**config.mk**
```make
export PLATFORM = sky130hd
export DESIGN_NAME = handle_timer_stopwatch_table
export DESIGN_NICKNAME = d
export VERILOG_FILES = /design/src/hts_pkg.sv /design/src/hts_alu.sv /design/src/hts_slot_ram.sv /design/src/hts_ctrl.sv /design/src/handle_timer_stopwatch_table.sv
export SDC_FILE = /design/constraint.sdc
export NUM_CORES = 2
export LEC_CHECK = 0
export ABC_AREA = 1
export BUFFER_PORTS_ARGS = -buffer_cell sky130_fd_sc_hd__buf_2
export CAP_MARGIN = 20
export CORE_ASPECT_RATIO = 1.75
export CORE_UTILIZATION = 60
export DETAILED_ROUTE_END_ITERATION = 6
export PLACE_DENSITY_LB_ADDON = 0.15
export SETUP_SLACK_MARGIN = 0.5
export SYNTH_ARGS = -nofsm -noshare
export SYNTH_HDL_FRONTEND = slang
export SYNTH_SLANG_ARGS = --single-unit
```
**constraint.sdc**
```tcl
create_clock -name i_clk -period 20.5 [get_ports i_clk]
set_clock_uncertainty 0.1 [all_clocks]
set_input_delay 1.025 -clock i_clk [delete_from_list [all_inputs] [get_ports i_clk]]
set_output_delay 1.025 -clock i_clk [all_outputs]
set_load 0.03 [all_outputs]
```
**src/hts_pkg.sv**
```systemverilog
// Package with the shared types, codes and sizes of the handle timer table.
`timescale 1ns / 1ps

package hts_pkg;

    // Table size and slot index width.
    localparam int SLOTS  = 16;
    localparam int SLOT_W = (SLOTS > 1) ? $clog2(SLOTS) : 1;
    localparam logic [SLOT_W-1:0] LAST_SLOT = SLOT_W'(SLOTS - 1);

    // Action codes carried on the input tuser.
    typedef enum logic [3:0] {
        ACT_TICK     = 4'd0,
        ACT_ADD_CD   = 4'd1,
        ACT_SET_DUR  = 4'd2,
        ACT_START_CD = 4'd3,
        ACT_CHECK    = 4'd4,
        ACT_DELETE   = 4'd5,
        ACT_ADD_SW   = 4'd6,
        ACT_START_SW = 4'd7,
        ACT_STOP     = 4'd8,
        ACT_READ     = 4'd9
    } t_action;

    // Result status codes carried on the output tuser.
    typedef enum logic [2:0] {
        STS_OK      = 3'd0,
        STS_INVALID = 3'd1,
        STS_RUNNING = 3'd2,
        STS_EXPIRED = 3'd3,
        STS_FULL    = 3'd4
    } t_status;

    // Sequencer states.
    typedef enum logic [2:0] {
        S_IDLE,
        S_SCAN_FREE,
        S_SCAN_ID,
        S_EXEC,
        S_OUT
    } t_state;

    // Operations of the shared arithmetic unit.
    typedef enum logic [1:0] {
        ALU_EQ,
        ALU_INC,
        ALU_SUB,
        ALU_GE_SUM
    } t_alu_op;

    typedef struct packed {
        t_alu_op     op;
        logic [31:0] a;
        logic [31:0] b;
        logic [31:0] c;
    } t_alu_req;

    typedef struct packed {
        logic [31:0] res;
        logic        flag;
    } t_alu_rsp;

    // One slot record as stored in the slot memory.
    typedef struct packed {
        logic [31:0] id;
        logic [31:0] length;
        logic [31:0] start_ms;
        logic        autofree;
    } t_slot_rec;

    // Write and read request to the slot memory.
    typedef struct packed {
        logic              we;
        logic [SLOT_W-1:0] waddr;
        t_slot_rec         wdata;
        logic              re;
        logic [SLOT_W-1:0] raddr;
    } t_ram_req;

endpackage

```
**src/hts_alu.sv**
```systemverilog
// Shared arithmetic unit: equality, increment, subtract and sum compare.
`timescale 1ns / 1ps

module hts_alu (
    input  hts_pkg::t_alu_req i_req,
    output hts_pkg::t_alu_rsp o_rsp
);
    import hts_pkg::*;

    logic [32:0] sum;

    // Limit is formed at 33 bits so it never wraps.
    assign sum = {1'b0, i_req.b} + {1'b0, i_req.c};

    always_comb begin
        o_rsp = '0;
        case (i_req.op)
            ALU_EQ: begin
                o_rsp.flag = (i_req.a == i_req.b);
            end
            ALU_INC: begin
                o_rsp.res = i_req.a + 32'd1;
            end
            ALU_SUB: begin
                o_rsp.res = i_req.a - i_req.b;
            end
            ALU_GE_SUM: begin
                o_rsp.flag = ({1'b0, i_req.a} >= sum);
            end
            default: begin
                o_rsp = '0;
            end
        endcase
    end

endmodule

```
**src/hts_slot_ram.sv**
```systemverilog
// Slot record memory with one write port and one registered read port.
`timescale 1ns / 1ps

module hts_slot_ram (
    input  logic              i_clk,
    input  hts_pkg::t_ram_req i_req,
    output hts_pkg::t_slot_rec o_rdata
);
    import hts_pkg::*;

    t_slot_rec r_mem [SLOTS];
    t_slot_rec r_rdata;

    // Write port.
    always_ff @(posedge i_clk) begin
        if (i_req.we) begin
            r_mem[i_req.waddr] <= i_req.wdata;
        end
    end

    // Registered read port; the data holds while no read is issued.
    always_ff @(posedge i_clk) begin
        if (i_req.re) begin
            r_rdata <= r_mem[i_req.raddr];
        end
    end

    assign o_rdata = r_rdata;

endmodule

```
**src/hts_ctrl.sv**
```systemverilog
// Sequencer that scans the slot table and applies each action.
`timescale 1ns / 1ps

module hts_ctrl (
    input  logic                   i_clk,
    input  logic                   i_rst_n,
    input  logic                   i_in_valid,
    output logic                   o_in_ready,
    input  logic [3:0]             i_action,
    input  logic [31:0]            i_timer_id,
    input  logic [31:0]            i_duration_ms,
    input  logic                   i_delete_when_expired,
    output logic                   o_out_valid,
    input  logic                   i_out_ready,
    output logic [2:0]             o_status,
    output logic [31:0]            o_new_id,
    output logic [31:0]            o_elapsed_ms,
    output hts_pkg::t_alu_req      o_alu_req,
    input  hts_pkg::t_alu_rsp      i_alu_rsp,
    output hts_pkg::t_ram_req      o_ram_req,
    input  hts_pkg::t_slot_rec     i_ram_rdata
);
    import hts_pkg::*;

    t_state            r_state, n_state;
    logic [3:0]        r_act, n_act;
    logic [31:0]       r_id, n_id;
    logic [31:0]       r_dur, n_dur;
    logic              r_af, n_af;
    logic [31:0]       r_clock, n_clock;
    logic [31:0]       r_last_id, n_last_id;
    logic [SLOTS-1:0]  r_used, n_used;
    logic [SLOT_W-1:0] r_idx, n_idx;
    logic [SLOT_W-1:0] r_pidx, n_pidx;
    logic              r_pv, n_pv;
    logic [2:0]        r_status, n_status;
    logic [31:0]       r_new_id, n_new_id;
    logic [31:0]       r_elapsed, n_elapsed;

    // Control state with reset.
    always_ff @(posedge i_clk) begin
        if (!i_rst_n) begin
            r_state   <= S_IDLE;
            r_clock   <= '0;
            r_last_id <= '0;
            r_used    <= '0;
            r_pv      <= 1'b0;
        end else begin
            r_state   <= n_state;
            r_clock   <= n_clock;
            r_last_id <= n_last_id;
            r_used    <= n_used;
            r_pv      <= n_pv;
        end
    end

    // Request fields, scan counters and result payload.
    always_ff @(posedge i_clk) begin
        r_act     <= n_act;
        r_id      <= n_id;
        r_dur     <= n_dur;
        r_af      <= n_af;
        r_idx     <= n_idx;
        r_pidx    <= n_pidx;
        r_status  <= n_status;
        r_new_id  <= n_new_id;
        r_elapsed <= n_elapsed;
    end

    // Next state, memory and arithmetic unit control.
    always_comb begin
        n_state   = r_state;
        n_act     = r_act;
        n_id      = r_id;
        n_dur     = r_dur;
        n_af      = r_af;
        n_clock   = r_clock;
        n_last_id = r_last_id;
        n_used    = r_used;
        n_idx     = r_idx;
        n_pidx    = r_pidx;
        n_pv      = r_pv;
        n_status  = r_status;
        n_new_id  = r_new_id;
        n_elapsed = r_elapsed;

        o_in_ready  = 1'b0;
        o_out_valid = 1'b0;

        o_alu_req.op = ALU_EQ;
        o_alu_req.a  = i_ram_rdata.id;
        o_alu_req.b  = r_id;
        o_alu_req.c  = '0;

        o_ram_req.we    = 1'b0;
        o_ram_req.waddr = r_pidx;
        o_ram_req.wdata = i_ram_rdata;
        o_ram_req.re    = 1'b0;
        o_ram_req.raddr = r_idx;

        case (r_state)
            S_IDLE: begin
                o_in_ready = 1'b1;
                if (i_in_valid) begin
                    n_act     = i_action;
                    n_id      = i_timer_id;
                    n_dur     = i_duration_ms;
                    n_af      = i_delete_when_expired;
                    n_status  = STS_OK;
                    n_new_id  = '0;
                    n_elapsed = '0;
                    n_idx     = '0;
                    n_pv      = 1'b0;
                    if (i_action inside {ACT_ADD_CD, ACT_ADD_SW}) begin
                        n_state = S_SCAN_FREE;
                    end else if (i_action inside {ACT_SET_DUR, ACT_START_CD, ACT_CHECK,
                                                  ACT_DELETE, ACT_START_SW, ACT_STOP,
                                                  ACT_READ}) begin
                        n_state = S_SCAN_ID;
                    end else begin
                        n_state = S_EXEC;
                    end
                end
            end

            // Walk the used bits for the lowest free slot and claim it, or report full.
            S_SCAN_FREE: begin
                o_alu_req.op = ALU_INC;
                o_alu_req.a  = r_last_id;
                if (!r_used[r_idx]) begin
                    n_used[r_idx]            = 1'b1;
                    n_last_id                = i_alu_rsp.res;
                    n_new_id                 = i_alu_rsp.res;
                    o_ram_req.we             = 1'b1;
                    o_ram_req.waddr          = r_idx;
                    o_ram_req.wdata.id       = i_alu_rsp.res;
                    o_ram_req.wdata.length   = (r_act == ACT_ADD_CD) ? r_dur : 32'd0;
                    o_ram_req.wdata.start_ms = '0;
                    o_ram_req.wdata.autofree = r_af;
                    n_state                  = S_OUT;
                end else if (r_idx == LAST_SLOT) begin
                    n_status = STS_FULL;
                    n_state  = S_OUT;
                end else begin
                    n_idx = r_idx + 1'b1;
                end
            end

            // Read one slot per cycle; compare the slot read in the previous cycle.
            S_SCAN_ID: begin
                o_ram_req.re = 1'b1;
                n_pv         = 1'b1;
                n_pidx       = r_idx;
                if (r_idx != LAST_SLOT) begin
                    n_idx = r_idx + 1'b1;
                end
                if (r_pv) begin
                    if (r_used[r_pidx] && i_alu_rsp.flag) begin
                        // Hold the matching record in the read register.
                        o_ram_req.re = 1'b0;
                        n_pidx       = r_pidx;
                        n_state      = S_EXEC;
                    end else if (r_pidx == LAST_SLOT) begin
                        n_status = STS_INVALID;
                        n_state  = S_OUT;
                    end
                end
            end

            // Apply the action to the clock or to the found slot.
            S_EXEC: begin
                n_state = S_OUT;
                case (r_act)
                    ACT_TICK: begin
                        o_alu_req.op = ALU_INC;
                        o_alu_req.a  = r_clock;
                        n_clock      = i_alu_rsp.res;
                    end
                    ACT_SET_DUR: begin
                        o_ram_req.we           = 1'b1;
                        o_ram_req.wdata.length = r_dur;
                    end
                    ACT_START_CD: begin
                        o_ram_req.we             = 1'b1;
                        o_ram_req.wdata.start_ms = r_clock;
                    end
                    ACT_CHECK: begin
                        o_alu_req.op = ALU_GE_SUM;
                        o_alu_req.a  = r_clock;
                        o_alu_req.b  = i_ram_rdata.start_ms;
                        o_alu_req.c  = i_ram_rdata.length;
                        if (i_alu_rsp.flag) begin
                            n_status = STS_EXPIRED;
                            if (i_ram_rdata.autofree) begin
                                n_used[r_pidx] = 1'b0;
                            end
                        end else begin
                            n_status = STS_RUNNING;
                        end
                    end
                    ACT_DELETE: begin
                        n_used[r_pidx] = 1'b0;
                    end
                    ACT_START_SW: begin
                        o_ram_req.we             = 1'b1;
                        o_ram_req.wdata.start_ms = r_clock;
                        o_ram_req.wdata.length   = '0;
                    end
                    ACT_STOP: begin
                        o_alu_req.op           = ALU_SUB;
                        o_alu_req.a            = r_clock;
                        o_alu_req.b            = i_ram_rdata.start_ms;
                        o_ram_req.we           = 1'b1;
                        o_ram_req.wdata.length = i_alu_rsp.res;
                    end
                    ACT_READ: begin
                        o_alu_req.op = ALU_SUB;
                        o_alu_req.a  = r_clock;
                        o_alu_req.b  = i_ram_rdata.start_ms;
                        if (i_ram_rdata.length == 32'd0) begin
                            n_elapsed = i_alu_rsp.res;
                        end else begin
                            n_elapsed = i_ram_rdata.length;
                        end
                    end
                    default: begin
                        // Unused codes leave all state alone.
                    end
                endcase
            end

            // Present the result until the receiver takes it.
            S_OUT: begin
                o_out_valid = 1'b1;
                if (i_out_ready) begin
                    n_state = S_IDLE;
                end
            end

            default: begin
                n_state = S_IDLE;
            end
        endcase
    end

    assign o_status     = r_status;
    assign o_new_id     = r_new_id;
    assign o_elapsed_ms = r_elapsed;

endmodule

```
**src/handle_timer_stopwatch_table.sv**
```systemverilog
// Top level of the handle-addressed timer and stopwatch table.
//
// Requests arrive on the s_ stream: tuser carries the action code, tdata
// the handle, the countdown length and the auto-delete flag. Each request
// gives exactly one result on the m_ stream: tuser carries the status,
// tdata the new handle and the elapsed time.
//
// The block takes one request at a time and lowers s_tready until its
// result has been taken. A tick or an unused code passes from S_IDLE
// through S_EXEC to S_OUT. An add walks the used bits one slot a cycle
// in S_SCAN_FREE, then presents its result in S_OUT. A handle lookup
// reads the slot memory one record a cycle through its single read port
// and compares in the shared unit in S_SCAN_ID, then applies the action
// to a found slot in S_EXEC before S_OUT. After the result is taken the
// block returns to S_IDLE before the next request is accepted.
//
// A synchronous reset clears the millisecond clock, the handle counter and
// all used bits; no clearing pass runs. While the receiver holds m_tready
// low the result stays on m_tdata and m_tuser and no request is accepted.
`timescale 1ns / 1ps

module handle_timer_stopwatch_table (
    input  logic        i_clk,
    input  logic        i_rst_n,
    input  logic        s_tvalid,
    output logic        s_tready,
    // [31:0] timer_id, [63:32] duration_ms, [64] delete_when_expired, rest zero
    input  logic [71:0] s_tdata,
    // [3:0] action
    input  logic [3:0]  s_tuser,
    output logic        m_tvalid,
    input  logic        m_tready,
    // [31:0] new_id, [63:32] elapsed_ms
    output logic [63:0] m_tdata,
    // [2:0] status
    output logic [2:0]  m_tuser
);
    import hts_pkg::*;

    t_alu_req  alu_req;
    t_alu_rsp  alu_rsp;
    t_ram_req  ram_req;
    t_slot_rec ram_rdata;
    logic [31:0] new_id;
    logic [31:0] elapsed_ms;

    // Sequencer.
    hts_ctrl u_ctrl (
        .i_clk                 (i_clk),
        .i_rst_n               (i_rst_n),
        .i_in_valid            (s_tvalid),
        .o_in_ready            (s_tready),
        .i_action              (s_tuser),
        .i_timer_id            (s_tdata[31:0]),
        .i_duration_ms         (s_tdata[63:32]),
        .i_delete_when_expired (s_tdata[64]),
        .o_out_valid           (m_tvalid),
        .i_out_ready           (m_tready),
        .o_status              (m_tuser),
        .o_new_id              (new_id),
        .o_elapsed_ms          (elapsed_ms),
        .o_alu_req             (alu_req),
        .i_alu_rsp             (alu_rsp),
        .o_ram_req             (ram_req),
        .i_ram_rdata           (ram_rdata)
    );

    // Shared arithmetic unit.
    hts_alu u_alu (
        .i_req (alu_req),
        .o_rsp (alu_rsp)
    );

    // Slot record memory.
    hts_slot_ram u_ram (
        .i_clk   (i_clk),
        .i_req   (ram_req),
        .o_rdata (ram_rdata)
    );

    assign m_tdata = {elapsed_ms, new_id};

endmodule

```
After elaboration in Yosys (flattened, before gate mapping)
Memory sizes are Yosys's and may differ from the RTL's. A register that Yosys moved wholly into a read port is not among the register bits.
Index checks and enable logic that the tools add are counted.
Widths: inputs -> output; s select.
{"block": "classes", "add_sub_neg": 4, "order_cmp": 5, "eq_ne": 46, "muxes": 69, "n_bitwise": 4, "reduce_logical": 30}
{"operator": "$mux 32", "n": 8}
{"operator": "$pmux 32 s2", "n": 3}
{"operator": "$pmux 64 s2", "n": 1}
{"operator": "$mux 102", "n": 1}
{"operator": "$pmux 34 s3", "n": 1}
{"operator": "$pmux 32 s3", "n": 1}
{"operator": "$pmux 34 s2", "n": 1}
{"operator": "$mux 64", "n": 1}
{"operator": "$pmux 16 s2", "n": 2}
{"operator": "$mux 16", "n": 3}
{"operator": "$mux 3", "n": 14}
{"operator": "$mux 36", "n": 1}
{"operator": "$add 32x32->33", "n": 1}
{"operator": "$ge 32x33->1", "n": 1}
{"operator": "$add 32x1->32 const B", "n": 1}
{"operator": "$eq 32x32->1", "n": 1}
{"operator": "$logic_not 32->1", "n": 1}
{"operator": "$sub 32x32->32", "n": 1}
{"operator": "$eq 4x3->1 const B", "n": 7}
{"operator": "$eq 4x4->1 const B", "n": 6}
{"operator": "$mux 4", "n": 6}
{"operator": "$and 16x16->16", "n": 1}
{"operator": "$eq 4x2->1 const B", "n": 4}
{"operator": "$mux 1", "n": 16}
{"operator": "other kinds (39)", "n": 75}
{"block": "word_totals", "reg_bits": 228, "ram_bits": 1552, "input_bits": 80, "output_inout_bits": 69, "word_cells": 173, "n_memories": 1}
{"name": "u_ram.r_mem", "words": 16, "word_bits": 97, "read_ports": 1, "rd_clocked_by_memory_dff": 1, "wr": 1, "line_no": "hts_slot_ram.sv:11", "text": "t_slot_rec r_mem [SLOTS];"}

Logic depth before layout (Yosys ltp)
{"block": "logic_depth", "word_depth": 11, "depth_mapped": 46, "depth_no_buf": 43}

Cells and area by module
A second synthesis with hierarchy kept.
{"block": "hier_totals", "hier_cells": 8915, "hier_area_um2": 87038.5}
{"mod": "hts_slot_ram", "n_inst": 1, "cells_each": 6366, "area_each_um2": 69007.4, "seq_area_each_um2": 49517.5}
{"mod": "hts_ctrl", "n_inst": 1, "cells_each": 1579, "area_each_um2": 12499.5, "seq_area_each_um2": 6005.8}
{"mod": "hts_alu", "n_inst": 1, "cells_each": 970, "area_each_um2": 5531.6, "seq_area_each_um2": 0.0}

Least setup slack after synthesis
Ideal clock, no wire load.
{"block": "synth_path", "path_type": "register to register", "start": "register u_ctrl.r_act[0]", "end": "register u_ctrl.r_pidx[0] (enable)", "setup_ns": 0.933, "arrival_ns": 6.341, "required_ns": 19.467, "path_slack_ns": 13.126, "stages_incl_launch_ff": 41, "path_buffers": 2, "period_less_slack_ns": 7.374, "path_cell_list": "edfxtp_1 > nor2_4 > nand2_4 > nand2_2 > nand2_4 > buf_6 > clkbuf_1 > o21ai_0 > ha_1 > inv_1 > fa_1 > o21bai_1 > nand2_1 > nand2_1 > nand3_2 > nand3_2 > a21oi_1 > o31ai_1 > [5 not listed] > nor2_1 > nand3_1 > nor2_1 > nor2_1 > nand3_1 > nand2_1 > nand2_1 > nand2_1 > nand2_1 > nand2_1 > nand2_1 > nand2_1 > nand2_1 > nand3_2 > nand2_2 > nand3_1 > nand2_1 > nand2_1"}
{"block": "synth_via", "elab_chain_len": 10, "word_cells_on_any_way": 20, "cone_classes": "1 x add/sub; 1 x order compare; 6 x eq/ne; 6 x mux; 6 x reduce/logical"}
{"element": "start, declared", "line_no": "hts_ctrl.sv:26", "text": "logic [3:0] r_act, n_act;"}
{"element": "start signal, assigned", "line_no": "hts_ctrl.sv:59", "text": "r_act <= n_act;"}
{"element": "$eq 4x3->1 / $eq 4x4->1 (equally long branches)", "line_no": "hts_ctrl.sv:173", "text": "case (r_act)"}
{"element": "$reduce_or 3->1 (no line)"}
{"element": "$mux 32", "line_no": "hts_ctrl.sv:173"}
{"element": "$mux 64", "line_no": "hts_ctrl.sv:101", "text": "case (r_state)"}
{"element": "$add 32x32->33", "line_no": "hts_alu.sv:13", "text": "assign sum = {1'b0, i_req.b} + {1'b0, i_req.c};"}
{"element": "$ge 32x33->1", "line_no": "hts_alu.sv:28", "text": "o_rsp.flag = ({1'b0, i_req.a} >= sum);"}
{"element": "$pmux 1 s2 *", "line_no": "hts_alu.sv:17", "text": "case (i_req.op)"}
{"element": "$logic_and 1x1->1 *", "line_no": "hts_ctrl.sv:158", "text": "if (r_used[r_pidx] && i_alu_rsp.flag) begin"}
{"element": "$ne 2x2->1 (no line) *"}
{"element": "$reduce_and 2->1 (no line) *"}
{"element": "end signal, assigned", "line_no": "hts_ctrl.sv:64", "text": "r_pidx <= n_pidx;"}
{"element": "end, declared", "line_no": "hts_ctrl.sv:34", "text": "logic [SLOT_W-1:0] r_pidx, n_pidx;"}
Mark *: on every way between the ends. The rest lies on a longest branch, timed or not.
A chain may end at the register's enable or synchronous reset.

==> summary.txt <==
Routing
  • WL/cell: 29.09 um
  • Initial DRC Count: 7647
  • Antenna viol nets, final: 0
  • Via count: 59165
  • Vias per cell: 6.520
  • DR pass1 iterations: 7
  • Final WL: 264.0 mm
  • # DRC: 1

Power
  • Sw Pwr: 0.005839 W
  • VDD IR max: 0.0001253 V
  • Clock share of power: 0.218
  • Sequential share of power: 0.395
  • Sw frac: 0.4114
  • Cell area power density: 159.7 nW/um2
  • Logic pwr share: 0.387
  • Int Pwr: 0.008354 W
  • Static leakage: 30.75 nW

Finish
  • P&R area growth vs syn: 9.968%
  • Filler cells: 9804
  • Commonest non-fill, non-tap cells in the layout: edfxtp_1 (1793), nand2_1 (1012), o21ai_0 (1012)
  • Layout cells sized above 1: 0.09960
  • Non-filler instance count after layout: 9074
  • Commonest non-fill, non-tap cell in the layout: edfxtp_1
  • Final net count: 7327

Place
  • Post-DP HPWL: 160.9 mm
  • Routability cong.: 1.043
  • PortBufs: 141
  • Inst Count DP: 8765

Timing
  • Final Hold Vio Count: 0
  • Setup TNS: 0 ns
  • Worst rel slew slack: 0.2091
  • Final worst-path cycle share: 0.4543
  • Max Freq: 107.4 MHz
  • Final Max Slew Viols: 0
  • Clock period minus worst slack: 9.313 ns
  • RSZ-0062 raised after global routing: false
  • Worst Tran Pin Value: 1.174 ns
  • Final setup vio count: 0

Critical path
  • Setup CP Type: flip-flop to flip-flop
  • Worst EP required: 20.80 ns
  • Crit path largest cell delay: 0.92 ns
  • Most common cell on crit path: nand2_1
  • CP endpoint kind: flip-flop
  • Setup crit start kind: flip-flop
  • Slowest cell on the critical path: buf_4
  • Critical Path AT: 9.61 ns
  • Worst-path fanout max: 55

Yosys
  • Yosys warning count: 0
  • Post-synth EDFFs: 1793
  • Syn Nets: 7293
  • Post-synthesis sequential area ratio: 0.6868
  • Ys async rst share: 0
  • Syn_area_per_cell: 11.36 um2
  • Synth Flop Type: edfxtp_1
  • Gate Count Post-Synth: 7113
  • Mapped Area: 80840 um2
  • Distinct cells, synth: 67
  • #FFs+latches synth: 1877

GRT
  • Congestion Overflow GR: 0
  • Met2 Resource Use GR: 0.6321
  • Met3 Use GR: 0.06695
  • GR Util met1: 0.4798
  • Busiest grt layer: met2
  • First-pass GRT wire length: 374.6 mm
  • Largest net degree at the start of global routing: 210
  • Initial antenna violation count: 8
  • Gr usage total: 0.3852
  • Vias in the first global route: 56089

Floorplan
  • Die height: 487.6 um
  • Die Wd: 279.5 um
  • # rows: 177
  • Area of the die: 136300 um2
  • Core ar.: 133300 um2
  • Starting Density: 0.6063
  • IO Pins: 149

Clocking
  • CTS resizes: 0
  • Hold buffers post-CTS: 0
  • TritonCTS clock tree: built
  • Setup bufs post-CTS: 0
  • Maximum clock insertion buffer count: 3
  • Worst skew pair latency: 0.82 ns
  • Reg clk slew, reported paths: 0.07 ns
  • Clk root buf: clkbuf_16
  • TritonCTS Sinks: 1877
  • H-tree depth: 4
  • CTS Buf Count: 160

Job
  • # Max-Cap Violations: 0

Status
  • Status: finished, violations left
  • Violated checks: DRC

Min path
  • Worst hold path type: primary input to flip-flop
stage by stage:
step | hold slack, ns | setup slack, ns | util | instance area [um2] | power [W]
3_5_place_dp | 0.3539 | 11.39 | 0.6257 | 83420 | 0.01101
2_1_floorplan | 0.3364 | 13.13 | - | 80840 | 0.008926
5_1_grt | 0.2709 | 10.86 | 0.6667 | 88890 | 0.01474
4_1_cts | 0.2519 | 11.37 | 0.6657 | 88750 | 0.01407
6_report | 0.2801 | 11.19 | 0.6668 | 88900 | 0.01419
3_3_place_gp | 0.3481 | 11.48 | 0.6256 | 83400 | 0.01092
cell usage after synthesis, types with 16 or more instances:
master	number	area (um2)
nand3_1	206	1031
nand2_1	1014	3806
dfxtp_1	84	1682
nor3_1	26	130.1
xor2_1	20	175.2
clkbuf_1	375	1408
a21oi_1	191	955.9
inv_1	317	1190
inv_2	24	90.09
o21ai_1	27	135.1
nand4_1	144	900.9
nor2_1	1014	3806
a21oi_2	18	157.7
nand2_2	33	206.5
ha_1	98	1226
nor2_2	16	100.1
o22ai_1	433	2709
or2_2	29	181.4
a22oi_1	31	232.7
o21ai_0	1013	5070
edfxtp_1	1793	53840
power groups by stage:
stage | sequential, W | combinational, W | clock [W]
6_report | 0.00560 | 0.00549 | 0.00309
5_1_grt | 0.00560 | 0.00590 | 0.00324
4_1_cts | 0.00559 | 0.00538 | 0.00310
3_5_place_dp | 0.00566 | 0.00536 | 0
3_3_place_gp | 0.00566 | 0.00526 | 0
2_1_floorplan | 0.00565 | 0.00328 | 0
registers in the layout (all words and copies together) (netlist names), 4 cells and up:
register	count
u_ctrl.r_act	4
u_ctrl.r_dur	32
u_ctrl.r_idx	4
u_ctrl.o_elapsed_ms	32
u_ctrl.o_new_id	32
u_ctrl.r_used	16
u_ctrl.r_last_id	32
u_ctrl.r_id	32
u_ram.o_rdata	97
u_ctrl.r_pidx	4
u_ctrl.r_clock	32
u_ram.r_mem	1552
final cells by class:
cell class              count  area, um2  share of cell area
flip-flops and latches   1877      55520              0.6246
multi-input cells        4477      22570              0.2539
clock buffers             200       4228             0.04756
well taps                1790       2240             0.02519
repair buffers            285       1903             0.02141
inverters                 346       1321             0.01486
clock inverters            94       1100             0.01237
diodes                      5      12.51           0.0001407
routing by layer:
metal  up-vias  part of all wire
li1      25709                 -
met1     28873              0.36
met2      3776              0.48
met3       797             0.098
met4        10             0.066
met5         -           0.00027
logic make-up (layout without fill, tap and decap cells):
family                   count (synthesis)  in the layout  synth area share
AND/OR/NAND/NOR                       2546           2546            0.1330
other                                    0              5                 0
AO/OA/AOI/OAI                         1796           1796            0.1240
XOR/XNOR                                35             35          0.003792
buffers and inverters                  759            925           0.03668
flip-flops                            1877           1877            0.6868
adder cells (fa/ha/maj)                100            100           0.01566
worst paths after layout:
path | from | endpoint | slack (ns) | cells past startpoint
worst min register to register | u_ctrl.r_last_id[5]$_SDFFE_PN0P_ | u_ctrl.r_last_id[5]$_SDFFE_PN0P_ | 0.37 | 2
worst max-delay path | u_ctrl.r_state[0]$_SDFFE_PN0P_ | u_ram.o_rdata[38]$_DFFE_PP_ | 11.19 | 38
worst min-delay path | s_tdata[47] | u_ctrl.r_dur[15]$_DFFE_PP_ | 0.28 | 1
worst max register to register | u_ctrl.r_state[0]$_SDFFE_PN0P_ | u_ram.o_rdata[38]$_DFFE_PP_ | 11.19 | 38
worst max-delay path, delay by kind of cell, from the launching register on:
family                     cells  cell delay [ns]
DFF                            1             0.40
adders and majority gates      2             0.55
buffers and inverters          4             2.26
AOI/OAI and AO/OA              6             1.09
and+or+nand+nor               25             4.19
xor gates and xnor gates       1             0.15
Note: power is estimated with default switching activity, not from simulation.
